[src/chained_four_op_calculator_defines.svh]
// Assertion macros used by the calculator controller.
`ifndef CHAINED_FOUR_OP_CALCULATOR_DEFINES_SVH
`define CHAINED_FOUR_OP_CALCULATOR_DEFINES_SVH

// Same-cycle implication, sampled on clk, off while rst_n is low.
`define CFC_ASSERT_IMP(name, ante, cons, msg) \
    name: assert property (@(posedge clk) disable iff (!rst_n) (ante) |-> (cons)) \
        else $error(msg);

// Next-cycle implication, sampled on clk, off while rst_n is low.
`define CFC_ASSERT_NXT(name, ante, cons, msg) \
    name: assert property (@(posedge clk) disable iff (!rst_n) (ante) |=> (cons)) \
        else $error(msg);

`endif

[src/cfc_pkg.sv]
// Shared constants, types and the operator decoder of the chained calculator.
package cfc_pkg;

    // Default word geometry: signed Q16.16
    localparam int WORD_BITS_DEF = 32;
    localparam int FRAC_BITS_DEF = 16;

    // ASCII operator bytes
    localparam logic [7:0] CH_ADD = 8'h2B;
    localparam logic [7:0] CH_SUB = 8'h2D;
    localparam logic [7:0] CH_MUL = 8'h2A;
    localparam logic [7:0] CH_DIV = 8'h2F;

    // Result status codes
    localparam logic [2:0] ST_OK      = 3'd0;
    localparam logic [2:0] ST_DIVZ    = 3'd1;
    localparam logic [2:0] ST_BADOP   = 3'd2;
    localparam logic [2:0] ST_SAT     = 3'd3;
    localparam logic [2:0] ST_IGNORED = 3'd4;

    typedef enum logic [2:0] {
        OP_ADD,
        OP_SUB,
        OP_MUL,
        OP_DIV,
        OP_BAD
    } op_t;

    // What the current word turns into, chosen by the controller
    typedef enum logic [2:0] {
        RES_START,
        RES_IGNORE,
        RES_BADOP,
        RES_DIVZ,
        RES_ADD,
        RES_SUB,
        RES_MUL,
        RES_DIV
    } res_kind_t;

    // Controller to datapath
    typedef struct packed {
        logic      load;
        logic      step;
        logic      fin;
        res_kind_t kind;
    } dp_cmd_t;

    // Datapath to controller
    typedef struct packed {
        logic is_start;
        logic aborted;
        op_t  op;
        logic opnd_zero;
    } dp_stat_t;

    function automatic op_t decode_op(input logic [7:0] c);
        op_t r;
        case (c)
            CH_ADD:  r = OP_ADD;
            CH_SUB:  r = OP_SUB;
            CH_MUL:  r = OP_MUL;
            CH_DIV:  r = OP_DIV;
            default: r = OP_BAD;
        endcase
        return r;
    endfunction

endpackage

[src/cfc_in_if.sv]
// Input channel: one command word (action, operator byte, operand).
interface cfc_in_if;
    logic               valid;
    logic               ready;
    logic               action;
    logic [7:0]         op_char;
    logic signed [31:0] operand;

    modport source (output valid, action, op_char, operand, input ready);
    modport sink   (input valid, action, op_char, operand, output ready);
endinterface

[src/cfc_out_if.sv]
// Output channel: one result word (accumulator value and status).
interface cfc_out_if;
    logic               valid;
    logic               ready;
    logic signed [31:0] value;
    logic [2:0]         status;

    modport source (output valid, value, status, input ready);
    modport sink   (input valid, value, status, output ready);
endinterface

[src/cfc_dp.sv]
// Datapath: accumulator, operand capture, shift-add multiplier, restoring divider, result reg.
module cfc_dp #(
    parameter int WORD_BITS = cfc_pkg::WORD_BITS_DEF,
    parameter int FRAC_BITS = cfc_pkg::FRAC_BITS_DEF
) (
    input  logic               clk,
    input  logic               rst_n,
    input  cfc_pkg::dp_cmd_t   cmd,
    output cfc_pkg::dp_stat_t  stat,
    input  logic               action,
    input  logic [7:0]         op_char,
    input  logic signed [31:0] operand,
    output logic signed [31:0] value,
    output logic [2:0]         status
);

    localparam int W  = WORD_BITS;
    localparam int QW = WORD_BITS + FRAC_BITS;          // dividend / quotient width
    localparam int XW = (2 * W > QW) ? 2 * W : QW;      // shared shift register width

    localparam logic [W-1:0] MAX_W = {1'b0, {(W-1){1'b1}}};
    localparam logic [W-1:0] MIN_W = {1'b1, {(W-1){1'b0}}};
    localparam logic signed [63:0] MAX_64 = $signed((64'd1 << (W - 1)) - 64'd1);
    localparam logic signed [63:0] MIN_64 = -MAX_64 - 64'sd1;

    function automatic logic [W-1:0] mag_w(input logic [W-1:0] v);
        return v[W-1] ? (~v + W'(1)) : v;
    endfunction

    // Architectural state
    logic [W-1:0]  acc_reg, acc_next;
    logic          aborted_reg, aborted_next;
    // Captured word
    logic          is_start_reg;
    cfc_pkg::op_t  op_reg;
    logic [W-1:0]  opnd_reg;
    logic          sat_in_reg;
    logic          zero_reg;
    logic          neg_reg;
    logic [W-1:0]  mag_a_reg;
    logic [W-1:0]  mag_b_reg;
    // Iteration registers: h holds partial product high half or the remainder
    logic [W-1:0]  h_reg, h_next;
    logic [XW-1:0] x_reg, x_next;
    // Result register
    logic signed [31:0] value_reg, value_next;
    logic [2:0]         status_reg, status_next;

    // Operand clipped to the word range
    logic signed [63:0] opnd_64;
    logic               in_hi, in_lo;
    logic [W-1:0]       opnd_clip;
    logic [W-1:0]       mag_a_new, mag_b_new;
    cfc_pkg::op_t       op_new;

    assign opnd_64   = 64'(operand);
    assign in_hi     = opnd_64 > MAX_64;
    assign in_lo     = opnd_64 < MIN_64;
    assign opnd_clip = in_hi ? MAX_W : (in_lo ? MIN_W : opnd_64[W-1:0]);
    assign mag_a_new = mag_w(acc_reg);
    assign mag_b_new = mag_w(opnd_clip);
    assign op_new    = cfc_pkg::decode_op(op_char);

    // One multiply step: add multiplicand on the low bit, shift right
    logic [W:0] mul_sum;
    assign mul_sum = {1'b0, h_reg} + (x_reg[0] ? {1'b0, mag_a_reg} : {(W+1){1'b0}});

    // One restoring divide step: bring in the next dividend bit, trial subtract
    logic [W:0] div_t, div_diff;
    logic       div_ge;
    assign div_t    = {h_reg, x_reg[QW-1]};
    assign div_ge   = div_t >= {1'b0, mag_b_reg};
    assign div_diff = div_t - {1'b0, mag_b_reg};

    always_comb
    begin
        h_next = h_reg;
        x_next = x_reg;
        if (cmd.load)
        begin
            h_next = '0;
            if (op_new == cfc_pkg::OP_DIV)
                x_next = XW'(mag_a_new) << FRAC_BITS;
            else
                x_next = XW'(mag_b_new);
        end
        else if (cmd.step)
        begin
            if (cmd.kind == cfc_pkg::RES_DIV)
            begin
                h_next = div_ge ? div_diff[W-1:0] : div_t[W-1:0];
                x_next = {x_reg[XW-2:0], div_ge};
            end
            else
            begin
                h_next = mul_sum[W:1];
                x_next = {mul_sum[0], x_reg[XW-1:1]};
            end
        end
    end

    // Multiply/divide result: magnitude back to signed, saturating
    logic [2*W-1:0] prod, prod_sh;
    logic [XW-1:0]  md_mag;
    logic [W-1:0]   md_lim, md_r;
    logic           md_over;

    assign prod    = {h_reg, x_reg[XW-1 -: W]};
    assign prod_sh = prod >> FRAC_BITS;
    assign md_mag  = (cmd.kind == cfc_pkg::RES_MUL) ? XW'(prod_sh) : XW'(x_reg[QW-1:0]);
    assign md_lim  = neg_reg ? MIN_W : MAX_W;
    assign md_over = (|md_mag[XW-1:W]) || (md_mag[W-1:0] > md_lim);
    assign md_r    = md_over ? md_lim
                   : (neg_reg ? (~md_mag[W-1:0] + W'(1)) : md_mag[W-1:0]);

    // Add/subtract one bit wider, then clip
    logic [W:0]   add_s;
    logic         add_over;
    logic [W-1:0] add_r;

    assign add_s    = (cmd.kind == cfc_pkg::RES_SUB)
                    ? ({acc_reg[W-1], acc_reg} - {opnd_reg[W-1], opnd_reg})
                    : ({acc_reg[W-1], acc_reg} + {opnd_reg[W-1], opnd_reg});
    assign add_over = add_s[W] != add_s[W-1];
    assign add_r    = add_over ? (add_s[W] ? MIN_W : MAX_W) : add_s[W-1:0];

    // Retire the word
    logic signed [W-1:0] acc_s;
    logic signed [63:0]  acc_64;
    logic [2:0]          st_fin;

    always_comb
    begin
        acc_next     = acc_reg;
        aborted_next = aborted_reg;
        st_fin       = cfc_pkg::ST_IGNORED;
        case (cmd.kind)
            cfc_pkg::RES_START:
            begin
                acc_next     = opnd_reg;
                aborted_next = 1'b0;
                st_fin       = sat_in_reg ? cfc_pkg::ST_SAT : cfc_pkg::ST_OK;
            end
            cfc_pkg::RES_IGNORE:
                st_fin = cfc_pkg::ST_IGNORED;
            cfc_pkg::RES_BADOP:
            begin
                aborted_next = 1'b1;
                st_fin       = cfc_pkg::ST_BADOP;
            end
            cfc_pkg::RES_DIVZ:
            begin
                aborted_next = 1'b1;
                st_fin       = cfc_pkg::ST_DIVZ;
            end
            cfc_pkg::RES_ADD, cfc_pkg::RES_SUB:
            begin
                acc_next = add_r;
                st_fin   = (sat_in_reg || add_over) ? cfc_pkg::ST_SAT : cfc_pkg::ST_OK;
            end
            cfc_pkg::RES_MUL, cfc_pkg::RES_DIV:
            begin
                acc_next = md_r;
                st_fin   = (sat_in_reg || md_over) ? cfc_pkg::ST_SAT : cfc_pkg::ST_OK;
            end
            default:
                st_fin = cfc_pkg::ST_IGNORED;
        endcase
        if (!cmd.fin)
        begin
            acc_next     = acc_reg;
            aborted_next = aborted_reg;
        end
    end

    // Outgoing value: word sign-extended, low 32 bits kept
    assign acc_s       = acc_next;
    assign acc_64      = 64'(acc_s);
    assign value_next  = cmd.fin ? acc_64[31:0] : value_reg;
    assign status_next = cmd.fin ? st_fin : status_reg;

    // State registers
    always_ff @(posedge clk or negedge rst_n)
    begin
        if (!rst_n)
        begin
            acc_reg     <= '0;
            aborted_reg <= 1'b0;
        end
        else
        begin
            acc_reg     <= acc_next;
            aborted_reg <= aborted_next;
        end
    end

    // Payload registers
    always_ff @(posedge clk)
    begin
        if (cmd.load)
        begin
            is_start_reg <= !action;
            op_reg       <= op_new;
            opnd_reg     <= opnd_clip;
            sat_in_reg   <= in_hi || in_lo;
            zero_reg     <= operand == 32'sd0;
            neg_reg      <= acc_reg[W-1] ^ opnd_clip[W-1];
            mag_a_reg    <= mag_a_new;
            mag_b_reg    <= mag_b_new;
        end
        h_reg      <= h_next;
        x_reg      <= x_next;
        value_reg  <= value_next;
        status_reg <= status_next;
    end

    assign stat.is_start  = is_start_reg;
    assign stat.aborted   = aborted_reg;
    assign stat.op        = op_reg;
    assign stat.opnd_zero = zero_reg;

    assign value  = value_reg;
    assign status = status_reg;

endmodule

[src/cfc_ctrl.sv]
// Controller: sequences capture, decode, bit iterations and result hand-off.
`include "chained_four_op_calculator_defines.svh"

module cfc_ctrl #(
    parameter int WORD_BITS = cfc_pkg::WORD_BITS_DEF,
    parameter int FRAC_BITS = cfc_pkg::FRAC_BITS_DEF
) (
    input  logic              clk,
    input  logic              rst_n,
    input  logic              in_valid,
    output logic              in_ready,
    output logic              out_valid,
    input  logic              out_ready,
    input  cfc_pkg::dp_stat_t stat,
    output cfc_pkg::dp_cmd_t  cmd
);

    localparam int QW = WORD_BITS + FRAC_BITS;
    localparam int CW = $clog2(QW + 1);
    localparam logic [CW-1:0] MUL_LAST = CW'(WORD_BITS - 1);
    localparam logic [CW-1:0] DIV_LAST = CW'(QW - 1);

    typedef enum logic [1:0] {
        S_IDLE,
        S_EXEC,
        S_ITER,
        S_FIN
    } state_t;

    state_t               state_reg, state_next;
    cfc_pkg::res_kind_t   kind_reg, kind_next;
    logic [CW-1:0]        cnt_reg, cnt_next;
    logic                 out_valid_reg, out_valid_next;

    cfc_pkg::res_kind_t   exec_kind;
    logic                 load, step, fin, slot_free;

    assign in_ready  = state_reg == S_IDLE;
    assign load      = in_valid && in_ready;
    assign step      = state_reg == S_ITER;
    assign slot_free = !out_valid_reg || out_ready;
    assign fin       = (state_reg == S_FIN) && slot_free;

    // Classify the captured word
    always_comb
    begin
        if (stat.is_start)
            exec_kind = cfc_pkg::RES_START;
        else if (stat.aborted)
            exec_kind = cfc_pkg::RES_IGNORE;
        else
        begin
            case (stat.op)
                cfc_pkg::OP_ADD: exec_kind = cfc_pkg::RES_ADD;
                cfc_pkg::OP_SUB: exec_kind = cfc_pkg::RES_SUB;
                cfc_pkg::OP_MUL: exec_kind = cfc_pkg::RES_MUL;
                cfc_pkg::OP_DIV: exec_kind = stat.opnd_zero ? cfc_pkg::RES_DIVZ
                                                            : cfc_pkg::RES_DIV;
                default:         exec_kind = cfc_pkg::RES_BADOP;
            endcase
        end
    end

    // Next state
    always_comb
    begin
        state_next     = state_reg;
        kind_next      = kind_reg;
        cnt_next       = cnt_reg;
        out_valid_next = fin ? 1'b1 : (out_ready ? 1'b0 : out_valid_reg);
        case (state_reg)
            S_IDLE:
                if (load)
                    state_next = S_EXEC;
            S_EXEC:
            begin
                kind_next = exec_kind;
                if (exec_kind == cfc_pkg::RES_MUL)
                begin
                    cnt_next   = MUL_LAST;
                    state_next = S_ITER;
                end
                else if (exec_kind == cfc_pkg::RES_DIV)
                begin
                    cnt_next   = DIV_LAST;
                    state_next = S_ITER;
                end
                else
                    state_next = S_FIN;
            end
            S_ITER:
            begin
                cnt_next = cnt_reg - CW'(1);
                if (cnt_reg == '0)
                    state_next = S_FIN;
            end
            S_FIN:
                if (slot_free)
                    state_next = S_IDLE;
            default:
                state_next = S_IDLE;
        endcase
    end

    always_ff @(posedge clk or negedge rst_n)
    begin
        if (!rst_n)
        begin
            state_reg     <= S_IDLE;
            kind_reg      <= cfc_pkg::RES_IGNORE;
            cnt_reg       <= '0;
            out_valid_reg <= 1'b0;
        end
        else
        begin
            state_reg     <= state_next;
            kind_reg      <= kind_next;
            cnt_reg       <= cnt_next;
            out_valid_reg <= out_valid_next;
        end
    end

    assign out_valid = out_valid_reg;
    assign cmd.load  = load;
    assign cmd.step  = step;
    assign cmd.fin   = fin;
    assign cmd.kind  = kind_reg;

    // Checks
    `CFC_ASSERT_IMP(a_step_kind, step, kind_reg == cfc_pkg::RES_MUL || kind_reg == cfc_pkg::RES_DIV, "iteration step outside multiply or divide")
    `CFC_ASSERT_NXT(a_fin_valid, fin, out_valid_reg, "retired word not presented")
    `CFC_ASSERT_NXT(a_load_exec, load, state_reg == S_EXEC, "captured word not decoded next")
    `CFC_ASSERT_NXT(a_iter_end, state_reg == S_ITER && cnt_reg == '0, state_reg == S_FIN, "iteration count overran")
    `CFC_ASSERT_NXT(a_fin_hold, state_reg == S_FIN && !slot_free, state_reg == S_FIN, "result dropped while output busy")

endmodule

[src/chained_four_op_calculator.sv]
// Chained four-operation calculator: signed fixed-point accumulator with + - * /.
// One result word per input word. A start word loads the accumulator and clears
// the abort flag; an apply word does accumulator op operand with saturation.
// From acceptance a word is captured and decoded, then iterated for multiply
// (shift-add, one multiplier bit per cycle) or divide (restoring, one quotient
// bit per cycle), then loaded into the output register; default format Q16.16.
// One word is in work at a time; the next is accepted as soon as the previous
// result is loaded into the output register, even if it has not been taken yet.
module chained_four_op_calculator #(
    parameter int WORD_BITS = cfc_pkg::WORD_BITS_DEF,
    parameter int FRAC_BITS = cfc_pkg::FRAC_BITS_DEF
) (
    input  logic      clk,
    input  logic      rst_n,
    cfc_in_if.sink    item,
    cfc_out_if.source result
);

    cfc_pkg::dp_cmd_t  cmd;
    cfc_pkg::dp_stat_t stat;

    cfc_ctrl #(
        .WORD_BITS (WORD_BITS),
        .FRAC_BITS (FRAC_BITS)
    ) u_ctrl (
        .clk       (clk),
        .rst_n     (rst_n),
        .in_valid  (item.valid),
        .in_ready  (item.ready),
        .out_valid (result.valid),
        .out_ready (result.ready),
        .stat      (stat),
        .cmd       (cmd)
    );

    cfc_dp #(
        .WORD_BITS (WORD_BITS),
        .FRAC_BITS (FRAC_BITS)
    ) u_dp (
        .clk     (clk),
        .rst_n   (rst_n),
        .cmd     (cmd),
        .stat    (stat),
        .action  (item.action),
        .op_char (item.op_char),
        .operand (item.operand),
        .value   (result.value),
        .status  (result.status)
    );

endmodule

[src/flat_wrapper.sv]
// flat-port wrapper written by rule: the top's interface ports become plain ports
module chained_four_op_calculator_flat 
#(
    parameter int WORD_BITS = cfc_pkg::WORD_BITS_DEF,
    parameter int FRAC_BITS = cfc_pkg::FRAC_BITS_DEF
)
  (clk, rst_n, item_valid, item_action, item_op_char, item_operand, item_ready, result_valid, result_value, result_status, result_ready);
  cfc_in_if item_i ();
  cfc_out_if result_i ();
  input  logic clk;
  input  logic rst_n;
  input wire logic [$bits(item_i.valid)-1:0] item_valid;
  input wire logic [$bits(item_i.action)-1:0] item_action;
  input wire logic [$bits(item_i.op_char)-1:0] item_op_char;
  input wire logic [$bits(item_i.operand)-1:0] item_operand;
  output wire logic [$bits(item_i.ready)-1:0] item_ready;
  output wire logic [$bits(result_i.valid)-1:0] result_valid;
  output wire logic [$bits(result_i.value)-1:0] result_value;
  output wire logic [$bits(result_i.status)-1:0] result_status;
  input wire logic [$bits(result_i.ready)-1:0] result_ready;
  assign item_i.valid = item_valid;
  assign item_i.action = item_action;
  assign item_i.op_char = item_op_char;
  assign item_i.operand = item_operand;
  assign item_ready = item_i.ready;
  assign result_valid = result_i.valid;
  assign result_value = result_i.value;
  assign result_status = result_i.status;
  assign result_i.ready = result_ready;
  chained_four_op_calculator #(.WORD_BITS(WORD_BITS), .FRAC_BITS(FRAC_BITS)) u_core (.clk(clk), .rst_n(rst_n), .item(item_i), .result(result_i));
endmodule
[config.mk]
export PLATFORM = sky130hd
export DESIGN_NAME = chained_four_op_calculator_flat
export DESIGN_NICKNAME = d
export VERILOG_FILES = /design/src/cfc_pkg.sv /design/src/cfc_in_if.sv /design/src/cfc_out_if.sv /design/src/cfc_dp.sv /design/src/cfc_ctrl.sv /design/src/chained_four_op_calculator.sv /design/src/flat_wrapper.sv
export VERILOG_INCLUDE_DIRS = /design/src /design/src/src
export SDC_FILE = /design/constraint.sdc
export NUM_CORES = 1
export LEC_CHECK = 0
export BUFFER_PORTS_ARGS = -buffer_cell sky130_fd_sc_hd__buf_4
export CAP_MARGIN = 40
export CORE_AREA = 8 8 231 233
export CTS_BUF_LIST = sky130_fd_sc_hd__clkbuf_8
export CTS_CLUSTER_SIZE = 12
export DETAILED_ROUTE_END_ITERATION = 10
export DIE_AREA = 0 0 239 241
export GPL_ROUTABILITY_DRIVEN = 0
export SETUP_SLACK_MARGIN = 0.4
export SLEW_MARGIN = 20
export SYNTH_ARGS = -nofsm -noshare
export SYNTH_HDL_FRONTEND = slang
export SYNTH_SLANG_ARGS = --single-unit
[constraint.sdc]
create_clock -name clk -period 5.43 [get_ports clk]
set_input_delay 0 -clock clk [delete_from_list [all_inputs] [get_ports clk]]
set_output_delay 0 -clock clk [all_outputs]
set_load 0.01 [all_outputs]
; ---- Word-level counts from Yosys, hierarchy flattened
; Index checks and enable logic that the tools add are counted.
[word_totals]
register_bits = 279
elab_cells = 125
[classes]
add_sub_neg = 8
magnitude_cmp = 4
n_eq_ne = 25
n_mux = 41
bitwise = 4
reduce_logical = 25
[op_table]
columns = op, n
row1 = 32-bit two-way mux, 13
row2 = 64-bit two-way mux, 3
row3 = "32-bit by 1-bit adder with 32-bit output, second input constant", 3
row4 = 48-bit two-way mux, 2
row5 = 32-bit NOT, 3
row6 = 32-bit one-hot mux with 3 select lines, 1
row7 = 32-bit by 32-bit adder with 33-bit output, 2
row8 = 33-bit by 32-bit >= comparator with 1-bit output, 1
row9 = 33-bit two-way mux, 1
row10 = 32-bit by 32-bit subtractor with 33-bit output, 1
row11 = "8-bit by 6-bit equality test with 1-bit output, second input constant", 4
row12 = 32-bit greater-than comparator, 1
row13 = "32-bit greater-than comparator, second input constant", 1
row14 = 32-bit logical NOT, 1
row15 = "32-bit less-than comparator, second input constant", 1
row16 = 32-bit OR reduction, 1
row17 = 32-bit subtractor, 1
row18 = 3-bit one-hot mux with 4 select lines, 2
row19 = "3-bit equality test, second input constant", 6
row20 = 3-bit one-hot mux with 6 select lines, 1
row21 = "3-bit by 2-bit equality test with 1-bit output, second input constant", 5
row22 = 2-bit two-way mux, 6
row23 = 6-bit two-way mux, 2
row24 = 6-bit one-hot mux with 2 select lines, 1
row25 = 23 further kinds, 44

; ---- Depth between registers and ports, before layout
; Gate-level depths: netlist (run 1).
[depth]
depth_word = 8
depth_mapped = 20
depth_no_buf = 19

; ---- Hierarchy
; From an unflattened synthesis (run 1), not the netlist that was laid out.
[unflattened]
hier_cells = 2445
hier_area_um2 = 21657.0
[by_module_without_submodules]
columns = mod, instances, cells_per_inst, area_each_um2
row1 = cfc_dp, 1, 2356, 20817.5
row2 = cfc_ctrl, 1, 89, 839.6

; ---- Worst setup path before layout (run 1)
; OpenSTA, ideal clock, no wires.
[synth_path]
path_type = register to register
start = register u_core.u_dp.opnd_reg[2]
end = register u_core.u_dp.value_reg[29], in the netlist u_core.u_dp.value[29], data pin
arrival_ns = 5.161
t_required_ns = 5.172
slack_ns = 0.011
path_stages_with_launch = 19
path_buffers = 0
synth_period_minus_slack_ns = 5.419
cell_sequence = edfxtp_1 > or4_1 > nor2_1 > nand2_1 > or4_1 > or3_1 > nor2_1 > nor2_1 > xnor2_1 > ha_1 > a211oi_1 > o21bai_1 > a21o_1 > a221oi_1 > a21oi_1 > or2_2 > xor3_1 > or4b_1 > o21a_1
[synth_between]
elab_chain_len = 6
elab_cells_between_ends = 8
classes_between = 2 x add/sub / 1 x eq/ne / 5 x mux
[synth_rtl]
columns = element, line_no
row1 = from (decl), cfc_dp.sv:36  ; logic [W-1:0] opnd_reg;
row2 = from (signal assigned), cfc_dp.sv:204  ; opnd_reg <= opnd_clip;
row3 = 32-bit by 32-bit adder with 33-bit output or 32-bit by 32-bit subtractor with 33-bit output (tied branches), "cfc_dp.sv:123, cfc_dp.sv:122"
row4 = 33-bit two-way mux (*), cfc_dp.sv:122  ; ? ({acc_reg[W-1], acc_reg} - {opnd_reg[W-1], opnd_reg})
row5 = 32-bit two-way mux or 1-bit inequality test (tied branches), "cfc_dp.sv:125, cfc_dp.sv:124"
row6 = 32-bit two-way mux (*), cfc_dp.sv:125  ; assign add_r = add_over ? (add_s[W] ? MIN_W : MAX_W) : add_s[W-1:0];
row7 = 32-bit one-hot mux with 3 select lines (*), cfc_dp.sv:137  ; case (cmd.kind)
row8 = 32-bit two-way mux (*), cfc_dp.sv:169  ; if (!cmd.fin)
row9 = named net u_core.u_dp.acc_next[29], cfc_dp.sv:31  ; logic [W-1:0] acc_reg, acc_next;
row10 = to (signal assigned), cfc_dp.sv:213  ; value_reg <= value_next;
row11 = to (decl), cfc_dp.sv:46  ; logic signed [31:0] value_reg, value_next;
; The timed path passes the listed nets; every way through them passes the cells marked *.
; A chain may end at the register's enable or synchronous reset.

; ---- Final worst setup path (run 1)
[layout_path]
start = register u_core.u_dp.opnd_reg[17]
end = register u_core.u_dp.value_reg[29], in the netlist u_core.u_dp.value[29], data pin
; Same word-level chain as after synthesis.

==> impl_metrics.toml, run 1 <==
[run_status]
run_status = "finished, final reports clean"

[synthesis]
ys_ff_latch = 278
yosysSeqAreaShare = 0.354
synth_cell_type_count = 90
synth_ff_type = "edfxtp_1"
synthTopCellsByArea = "edfxtp_1 27%, ha_1 7.8%, dfrtp_1 5.0%"
async_flop_share = 0.162
synth_edf_count = 201
synthCells = 2543
syn_nets = 2729
synth_mux_area_frac = 0.0477
synthAdderAreaFrac = 0.0810
synth_top_area_frac = 0.274
synth_top_family_by_area = "compound AO/OA/AOI/OAI gates"
yosys.area_share.simple = 0.178
avgSynthCellArea_um2 = 8.68
synthTopCellsByCount = "261 x nand2_1, 218 x a21oi_1, 201 x edfxtp_1"
synth_area_mm2 = 0.0221
synth_warnings = 0
yosysTopAreaCell = "edfxtp_1"
synth_compound_area_frac = 0.229
synth_most_common_cell = "nand2_1"
synthXorXnorAreaFrac = 0.0638

[cts]
cts_root_buffer = "clkbuf_8"
cts.sinks = 278
cts_tree = "built"
cts_buffers = 49
clk_latency_ns = 0.65
clockBufferDepth = 3
cts.reportedPaths.clkPinSlew_ns = 0.06
htreeDepth = 2

[worst_setup_path]
crit_path_end_kind = "register"
critical_path_class = "register to register"
worstPathRequired_ns = 5.82
arrival_ns = 5.55
start_kind = "register"
cp_max_fo = 5

[global_route]
grt_pass1_wl_um = 123000
grtUsageTotal = 0.276
grt_overflow = 0
grt_pass1_vias = 20400
grt_max_degree = 83
antenna_found_initial = 1

[cells_and_area]
synthToLayoutAreaGrowth_pct = 16.5
largest_register_ffs = 64
layoutNonFillerInstCount = 3375
drive_gt1_frac = 0.142
fin_nets = 2849

[timing]
post-route-min-period_ns = 5.16
clock_skew_ns = 0.0450
maxSlewHeadroom = 0.416
final_max_slew_viol_count = 0
finalSetupTns_ns = 0
finalHoldViolations = 0
setup_viol_count_final = 0
grt_setup_unrepaired = "true"
max_clock_freq_ghz = 0.194
fin_crit_sh = 0.951
tightestPinTransition_ns = 0.873

[run]
max_cap_violations = 0

[power]
ir_drop_v = 0.000919
power_density_mw_per_mm2 = 658
p_leak_nw = 10.4
power_w = 0.0169

[drt]
drt_wl_total_um = 81900
route.detailed.vias_per_inst = 6.32
dr.pass1.iters = 6
avgRoutedWirePerCell_um = 24.3
drc_errors = 0
drt_iter0_drc = 2202
antenna_left = 0
vias = 21300

[hold_path]
hold_path_class = "primary input to register"

[floorplanning]
ios = 82
die_h_um = 241
core_area_mm2 = 0.0497
rows = 82
die-area_mm2 = 0.0576
die_x_um = 239
initial_core_util = 0.444

[place]
portBuffers = 81
dp.cells = 3207
dp_hpwl_um = 61600
## logic make-up (layout without fill, tap and decap cells)
kind of cell,after synthesis,in the layout
compound gates,796,796
xor+xnor,159,159
fa+ha+maj,141,141
buf+inv,265,424
flops,278,278
mux,103,103
other cells,1,2
simple gates,800,800
## power breakdown
part / internal, W / switching (W) / leakage (nW)
clock network: 0.000957 / 0.000950 / 0.549
logic: 0.00406 / 0.00635 / 7.21
registers: 0.00348 / 0.00112 / 2.66
total: 0.00850 / 0.00841 / 10.4
## worst paths after layout
check	from	to	slack, ns	cells after the start
worst max-delay path	u_core.u_dp.opnd_reg[17]$_DFFE_PP_	u_core.u_dp.value[29]$_DFFE_PP_	0.27	15
worst min-delay path	item_operand[5]	u_core.u_dp.opnd_reg[5]$_DFFE_PP_	0.14	2
worst max register to register	u_core.u_dp.opnd_reg[17]$_DFFE_PP_	u_core.u_dp.value[29]$_DFFE_PP_	0.27	15
worst min register to register	u_core.u_dp.aborted_reg$_DFFE_PN0P_	u_core.u_dp.aborted_reg$_DFFE_PN0P_	0.55	2
max in group asynchronous	rst_n	u_core.u_dp.acc_reg[2]$_DFF_PN0_	4.70	4
min in group asynchronous	rst_n	u_core.u_ctrl.kind_reg[0]$_DFFE_PN1N_	0.46	3
## cells in the final DEF (no fill, tap or decap), types with 63 or more instances in the layout
cell,n
ha_1,136
nor2_1,144
buf_4,163
edfxtp_1,201
inv_1,129
nand2_1,255
mux2i_1,82
xnor2_1,117
a21oi_1,202
o21ai_0,184
nor3_1,65
a21o_1,63
## layout make-up
| type | instances | area, µm² |
|---|---|---|
| antenna | 1 | 2.50 |
| clock buffer | 57 | 785 |
| clock inverter | 33 | 146 |
| fill | 4686 | 23900 |
| inverter | 114 | 433 |
| multi-input combinational | 2000 | 13800 |
| sequential | 278 | 7800 |
| tap | 672 | 841 |
| timing repair buffer | 220 | 1880 |
## routing by layer
metal	up-vias	part of all wire	GRT usage	routed length [µm]
met4	0	0.063	0.153	5160
met5	-	0	0	0
met2	1040	0.45	0.446	37200
li1	9726	-	-	-
met1	10300	0.40	0.353	32800
met3	245	0.084	0.0440	6840
## stage by stage
step	utilization	cell area [µm²]	setup slack, ns	hold WS (ns)
final	0.518	25700	0.268	0.141
after global routing	0.518	25700	0.144	0.126
after CTS	0.508	25200	0.273	0.0964
after detailed placement	0.474	23500	-0.116	0.0714
after global placement	0.473	23500	-0.0108	0.0703
after floorplan	-	22100	0.327	-0.296
## worst max-delay path, cell delays in order (launching register included)
cell and delay (ns):
edfxtp_1 0.44, or4_4 0.59, or4_4 0.49, nor3_4 0.22, nand2b_1 0.10, o21ai_0 0.21, xor2_1 0.22, ha_1 0.31
a21oi_2 0.19, o21ai_2 0.09, or4_1 0.49, o22a_2 0.28, mux2i_4 0.21, xor3_1 0.40, or4b_1 0.48, o21a_1 0.19
## timing repair
item	4_1_cts	5_1_grt
endpoints found under the setup margin	63	66
cloned	0	0
pin swaps	20	41
gates resized for setup	31	90
hold buffers	45	0
hold endpoints to repair	123	0
setup buffers	20	12
No activity file was read; power rests on OpenSTA's default activity.
==> run 2: changes to the inputs <==
--- a/config.mk
+++ b/config.mk
@@ -14,6 +14,7 @@
 export DETAILED_ROUTE_END_ITERATION = 10
 export DIE_AREA = 0 0 239 241
 export GPL_ROUTABILITY_DRIVEN = 0
+export MAX_ROUTING_LAYER = met4
 export SETUP_SLACK_MARGIN = 0.4
 export SLEW_MARGIN = 20
 export SYNTH_ARGS = -nofsm -noshare
==> run 2 against run 1 <==
Compared with the run above: wire length fell by 0.11%; count of clock-buffer cells in the layout unchanged; maximum frequency is 0.22% higher; clock skew up 0.0024 ns; first-iteration DRC count rose by 0.32%; cell count hardly changed; critical path depth did not move.
==> impl_metrics.toml, run 2 (synthesized netlist as in run 1, its figures left out) <==
[floorplanning]
initial_core_util = 0.444
rows = 82
die_x_um = 239
ios = 82
die-area_mm2 = 0.0576
die_h_um = 241
core_area_mm2 = 0.0497

[timing]
finalHoldViolations = 0
whs_ns = 0.141
finalSetupTns_ns = 0
grt_setup_unrepaired = "true"
post-route-min-period_ns = 5.15
setup_viol_count_final = 0
max_clock_freq_ghz = 0.194
tightestPinTransition_ns = 0.868
maxSlewHeadroom = 0.420
clock_skew_ns = 0.0474
final_max_slew_viol_count = 0
fin_crit_sh = 0.949

[place]
dp_hpwl_um = 61600
portBuffers = 81

[drt]
drt_iter0_drc = 2209
vias = 21300
drt_wl_total_um = 81800
route.detailed.vias_per_inst = 6.29
avgRoutedWirePerCell_um = 24.2
drc_errors = 0
dr.pass1.iters = 6
antenna_left = 0

[run_status]
run_status = "finished, final reports clean"

[global_route]
grt_pass1_wl_um = 123000
grtUsageTotal = 0.285
grt_overflow = 0
antenna_found_initial = 1
grt_max_degree = 83
grt_pass1_vias = 20300

[cts]
cts_root_buffer = "clkbuf_8"
cts.sinks = 278
cts_tree = "built"
clockBufferDepth = 3
cts_buffers = 49
htreeDepth = 2
cts.reportedPaths.clkPinSlew_ns = 0.06
clk_latency_ns = 0.66

[worst_setup_path]
crit_path_frequent_cell = "or4_4"
crit_path_end_kind = "register"
r2r-start = "u_core.u_dp.opnd_reg[17]$_DFFE_PP_"
crit_chain = "or4_4, or4_4, nor3_4, nand2b_1, o21ai_1, xor2_1, ha_1, a21oi_2, o21ai_2, or4_1, o22a_2, mux2i_4, xor3_1, or4b_1, o21a_1"
cpMaxStageDelayCell = "or4_4"
arrival_ns = 5.53
regToRegEndpoint = "u_core.u_dp.value[29]$_DFFE_PP_"
ff2ff_path_depth = 15
regToRegSetupSlack_ns = 0.28
worstPathRequired_ns = 5.81
critPathMaxStageDelay_ns = 0.58
start_kind = "register"
cp_max_fo = 5
critical_path_class = "register to register"

[cells_and_area]
final_common_cell = "nand2_1"
fill_cells = 4675
synthToLayoutAreaGrowth_pct = 16.7
multiInputGateArea_mm2 = 0.0138
mostFrequentLayoutCells = "255 x nand2_1, 202 x a21oi_1, 201 x edfxtp_1"
largest_register_ffs = 64
fin_util = 0.519
fin_nets = 2852
drive_gt1_frac = 0.143
seqCellArea_mm2 = 0.00780

[hold_path]
min_to = "u_core.u_dp.opnd_reg[5]$_DFFE_PP_"
hp-start = "item_operand[5]"
hold_path_class = "primary input to register"
min_delay_path_depth = 2

[power]
ir_drop_v = 0.000924
p_leak_nw = 10.4
power_density_mw_per_mm2 = 656

[run]
max_cap_violations = 0
==> run 2: cell types whose count changed in the layout (fill, tap and decap cells not counted), sizes merged <==
cell,previous run,this run
buf,176,179
==> run 2: power breakdown <==
group          leakage, nW  total [W]  switching (W)  internal, W
clock                0.549    0.00191       0.000949     0.000957
combinational         7.23     0.0104        0.00634      0.00406
sequential            2.66    0.00460        0.00112      0.00348
total                 10.4     0.0169        0.00840      0.00850
==> run 2: worst max path at each step <==
| stage | startpoint | to | cells after the start |
|---|---|---|---|
| 2_1_floorplan | u_core.u_dp.opnd_reg[1]$_DFFE_PP_ | u_core.u_dp.value[29]$_DFFE_PP_ | 17 |
| 3_3_place_gp | u_core.u_dp.opnd_reg[1]$_DFFE_PP_ | u_core.u_dp.value[0]$_DFFE_PP_ | 18 |
| 3_5_place_dp | u_core.u_dp.opnd_reg[17]$_DFFE_PP_ | u_core.u_dp.value[0]$_DFFE_PP_ | 17 |
| 4_1_cts | u_core.u_dp.opnd_reg[0]$_DFFE_PP_ | u_core.u_dp.value[29]$_DFFE_PP_ | 18 |
| 5_1_grt | u_core.u_dp.opnd_reg[1]$_DFFE_PP_ | u_core.u_dp.value[27]$_DFFE_PP_ | 21 |
| 6_report | u_core.u_dp.opnd_reg[17]$_DFFE_PP_ | u_core.u_dp.value[29]$_DFFE_PP_ | 15 |
==> run 2: final cells by class <==
class | count | area share
Sequential cell | 278 | 0.303
Multi-Input combinational cell | 2000 | 0.537
Tap cell | 672 | 0.0326
Clock inverter | 33 | 0.00568
Inverter | 114 | 0.0168
Antenna cell | 1 | 0.0000972
Timing Repair Buffer | 223 | 0.0745
Clock buffer | 57 | 0.0305
==> run 2: routing by layer <==
| metal | GRT usage | wire, µm | vias up | share of wire |
|---|---|---|---|---|
| met2 | 0.444 | 36800 | 1075 | 0.45 |
| met5 | - | 0 | - | 0 |
| li1 | - | - | 9715 | - |
| met1 | 0.355 | 32700 | 10200 | 0.40 |
| met3 | 0.0390 | 6800 | 260 | 0.083 |
| met4 | 0.157 | 5510 | 0 | 0.067 |
==> run 2: worst max-delay path, delay by kind of cell (launching register included) <==
family	cells	cell delay (ns)
and+or+nand+nor	6	2.42
AOI/OAI and AO/OA	5	0.91
xor gates and xnor gates	2	0.61
DFF	1	0.44
adders and majority gates	1	0.31
muxes	1	0.21
==> run 2: stage by stage <==
stage / instances / power, W / setup slack, ns / area [µm²]
3_5_place_dp: 3207 / 0.0138 / -0.116 / 23500
5_1_grt: 3377 / 0.0180 / 0.140 / 25800
4_1_cts: 3362 / 0.0160 / 0.273 / 25200
2_1_floorplan: 2543 / 0.0107 / 0.327 / 22100
6_report: 3378 / 0.0169 / 0.280 / 25800
3_3_place_gp: 3202 / 0.0136 / -0.0108 / 23500
==> run 2: what timing repair did <==
item	4_1_cts	5_1_grt
cloned	0	0
pin swaps	20	37
buffers inserted	20	15
endpoints found under the setup margin	63	66
resized for setup	31	93
hold endpoints to repair	123	0
hold buffers	45	0
==> run 3: changes to the inputs <==
--- a/config.mk
+++ b/config.mk
@@ -8,11 +8,11 @@
 export LEC_CHECK = 0
 export BUFFER_PORTS_ARGS = -buffer_cell sky130_fd_sc_hd__buf_4
 export CAP_MARGIN = 40
-export CORE_AREA = 8 8 231 233
+export CORE_AREA = 8 8 221 244
 export CTS_BUF_LIST = sky130_fd_sc_hd__clkbuf_8
 export CTS_CLUSTER_SIZE = 12
 export DETAILED_ROUTE_END_ITERATION = 10
-export DIE_AREA = 0 0 239 241
+export DIE_AREA = 0 0 229 252
 export GPL_ROUTABILITY_DRIVEN = 0
 export MAX_ROUTING_LAYER = met4
 export SETUP_SLACK_MARGIN = 0.4
==> run 3 against run 2 <==
Compared with the run above: via count rose by 0.61%; sequential power fell by 0.9%; critical path depth rose by 1; flip-flop and latch count did not move; cell count rose by 0.74%; count of clock-buffer cells in the layout rose by 4; wire length fell by 1.5%; maximum frequency fell by 0.45%; worst setup slack got worse by 0.023 ns; largest power group unchanged; highest routed layer unchanged.
==> impl_metrics.toml, run 3 (synthesized netlist as in run 1, its figures left out) <==
[cts]
htreeDepth = 2
clockBufferDepth = 3
cts_tree = "built"
cts_buffers = 51
clk_latency_ns = 0.68
cts.reportedPaths.clkPinSlew_ns = 0.06
cts.sinks = 278
cts_root_buffer = "clkbuf_8"

[worst_setup_path]
start_kind = "register"
critPathMaxStageDelay_ns = 0.58
crit_chain = "or4_4, or4_4, nor3_4, buf_6, nand2b_4, o21ai_2, xor2_1, ha_1, a21oi_2, o21ai_2, or4_1, o22a_1, mux2i_4, xor3_1, or4b_1, o21a_1"
critical_path_class = "register to register"
crit_path_end_kind = "register"
cpMaxStageDelayCell = "or4_4"
arrival_ns = 5.58
cp_max_fo = 4
worstPathRequired_ns = 5.84

[cells_and_area]
fin_nets = 2887
largest_register_ffs = 64
mostFrequentLayoutCells = "253 x nand2_1, 208 x a21oi_1, 201 x edfxtp_1"
fin_util = 0.524
synthToLayoutAreaGrowth_pct = 18.1
final_common_cell = "nand2_1"
drive_gt1_frac = 0.150
antenna-diode-count = 0
layoutNonFillerInstCount = 3403

[power]
internal_power_w = 0.00874
p_seq_frac = 0.269
p_clk_frac = 0.126
ir_drop_v = 0.000808
p_leak_nw = 10.7
power_density_mw_per_mm2 = 651
power_switching_w = 0.00824
p_comb_frac = 0.605
swShare = 0.485

[drt]
drt_wl_total_um = 80600
dr.pass1.iters = 6
drt_iter0_drc = 2244
drc_errors = 0
avgRoutedWirePerCell_um = 23.7
antenna_left = 0
vias = 21400
route.detailed.vias_per_inst = 6.28

[timing]
maxSlewHeadroom = 0.439
grt_setup_unrepaired = "true"
finalHoldViolations = 0
post-route-min-period_ns = 5.17
setup_viol_count_final = 0
tightestPinTransition_ns = 0.840
max_clock_freq_ghz = 0.193
fin_crit_sh = 0.953
clock_skew_ns = 0.0280
final_max_slew_viol_count = 0

[run]
max_cap_violations = 0

[place]
dp.cells = 3224
portBuffers = 81
dp_hpwl_um = 61000

[floorplanning]
die-area_mm2 = 0.0577
die_x_um = 229
initial_core_util = 0.444
die_h_um = 252
core_area_mm2 = 0.0497
ios = 82
rows = 86

[global_route]
grt_max_degree = 95
grt_pass1_vias = 20200
grt_pass1_wl_um = 121000
antenna_found_initial = 0
grtUsageTotal = 0.274
grt_overflow = 0

[hold_path]
hold_path_class = "primary input to register"

[run_status]
run_status = "finished, final reports clean"
-- run 3: cell types whose count changed in the layout (fill, tap and decap cells not counted), sizes merged --
cell and delta:
clkinv +1, clkbuf +4, buf +33, bufinv +2, clkinvlp -2, diode -1
-- run 3: final timing paths --
path | end | from | slack (ns) | depth (start not counted)
min in group asynchronous | u_core.u_ctrl.kind_reg[0]$_DFFE_PN1N_ | rst_n | 0.38 | 3
hold / removal | u_core.u_dp.opnd_reg[9]$_DFFE_PP_ | item_operand[9] | 0.09 | 2
setup reg to reg | u_core.u_dp.value[29]$_DFFE_PP_ | u_core.u_dp.opnd_reg[16]$_DFFE_PP_ | 0.26 | 16
setup / recovery | u_core.u_dp.value[29]$_DFFE_PP_ | u_core.u_dp.opnd_reg[16]$_DFFE_PP_ | 0.26 | 16
hold reg to reg | u_core.u_ctrl.cnt_reg[0]$_DFFE_PN0P_ | u_core.u_ctrl.cnt_reg[0]$_DFFE_PN0P_ | 0.55 | 1
max in group asynchronous | u_core.u_dp.acc_reg[24]$_DFF_PN0_ | rst_n | 4.73 | 4
-- run 3: critical path, delay by kind of cell, from the launching register on --
kind                       cells  cell delay (ns)
AOI/OAI and AO/OA              5             0.89
xor gates and xnor gates       2             0.59
DFF                            1             0.43
buffers and inverters          1             0.14
and+or+nand+nor                6             2.32
muxes                          1             0.21
adders and majority gates      1             0.31
-- run 3: area by class of cell --
class | count | area (µm²)
fill | 4608 | 23600
multi-input combinational | 2000 | 13700
sequential | 278 | 7800
timing repair buffer | 256 | 2280
clock buffer | 61 | 840
tap | 660 | 826
inverter | 114 | 433
clock inverter | 34 | 220
-- run 3: power groups by stage --
| stage | Sequential (W) | Clock [W] | Combinational (W) |
|---|---|---|---|
| global route | 0.00464 | 0.00225 | 0.0111 |
| global placement | 0.00454 | 0 | 0.00910 |
| floorplan | 0.00417 | 0 | 0.00651 |
| CTS | 0.00451 | 0.00217 | 0.00953 |
| detailed placement | 0.00454 | 0 | 0.00931 |
| finish | 0.00456 | 0.00214 | 0.0103 |
-- run 3: per-stage QoR --
step	total power, W	area (µm²)	TNS [ns]	hold slack, ns	setup slack [ns]
after floorplan	0.0107	22100	0	-0.296	0.327
after global placement	0.0136	23700	0	0.0772	0.0638
after detailed placement	0.0138	23800	-0.00178	0.0850	-0.00178
after CTS	0.0162	25500	0	0.0675	0.340
after global routing	0.0180	26100	0	0.0741	0.127
final	0.0170	26100	0	0.0945	0.256
-- run 3: repair_timing --
action / in CTS / in global routing
cloned: 0 / 0
pin swaps: 9 / 35
endpoints found under the hold margin: 149 / 0
hold buffers: 45 / 0
gates resized for setup: 22 / 68
buffers inserted: 13 / 23
setup endpoints to repair: 65 / 65
-- run 3: layer usage --
layer,global-route usage,share of wire,vias to the layer above
met4,0.126,0.052,0
li1,-,-,9784
met5,-,0,-
met3,0.0394,0.076,219
met2,0.427,0.45,1052
met1,0.351,0.42,10300
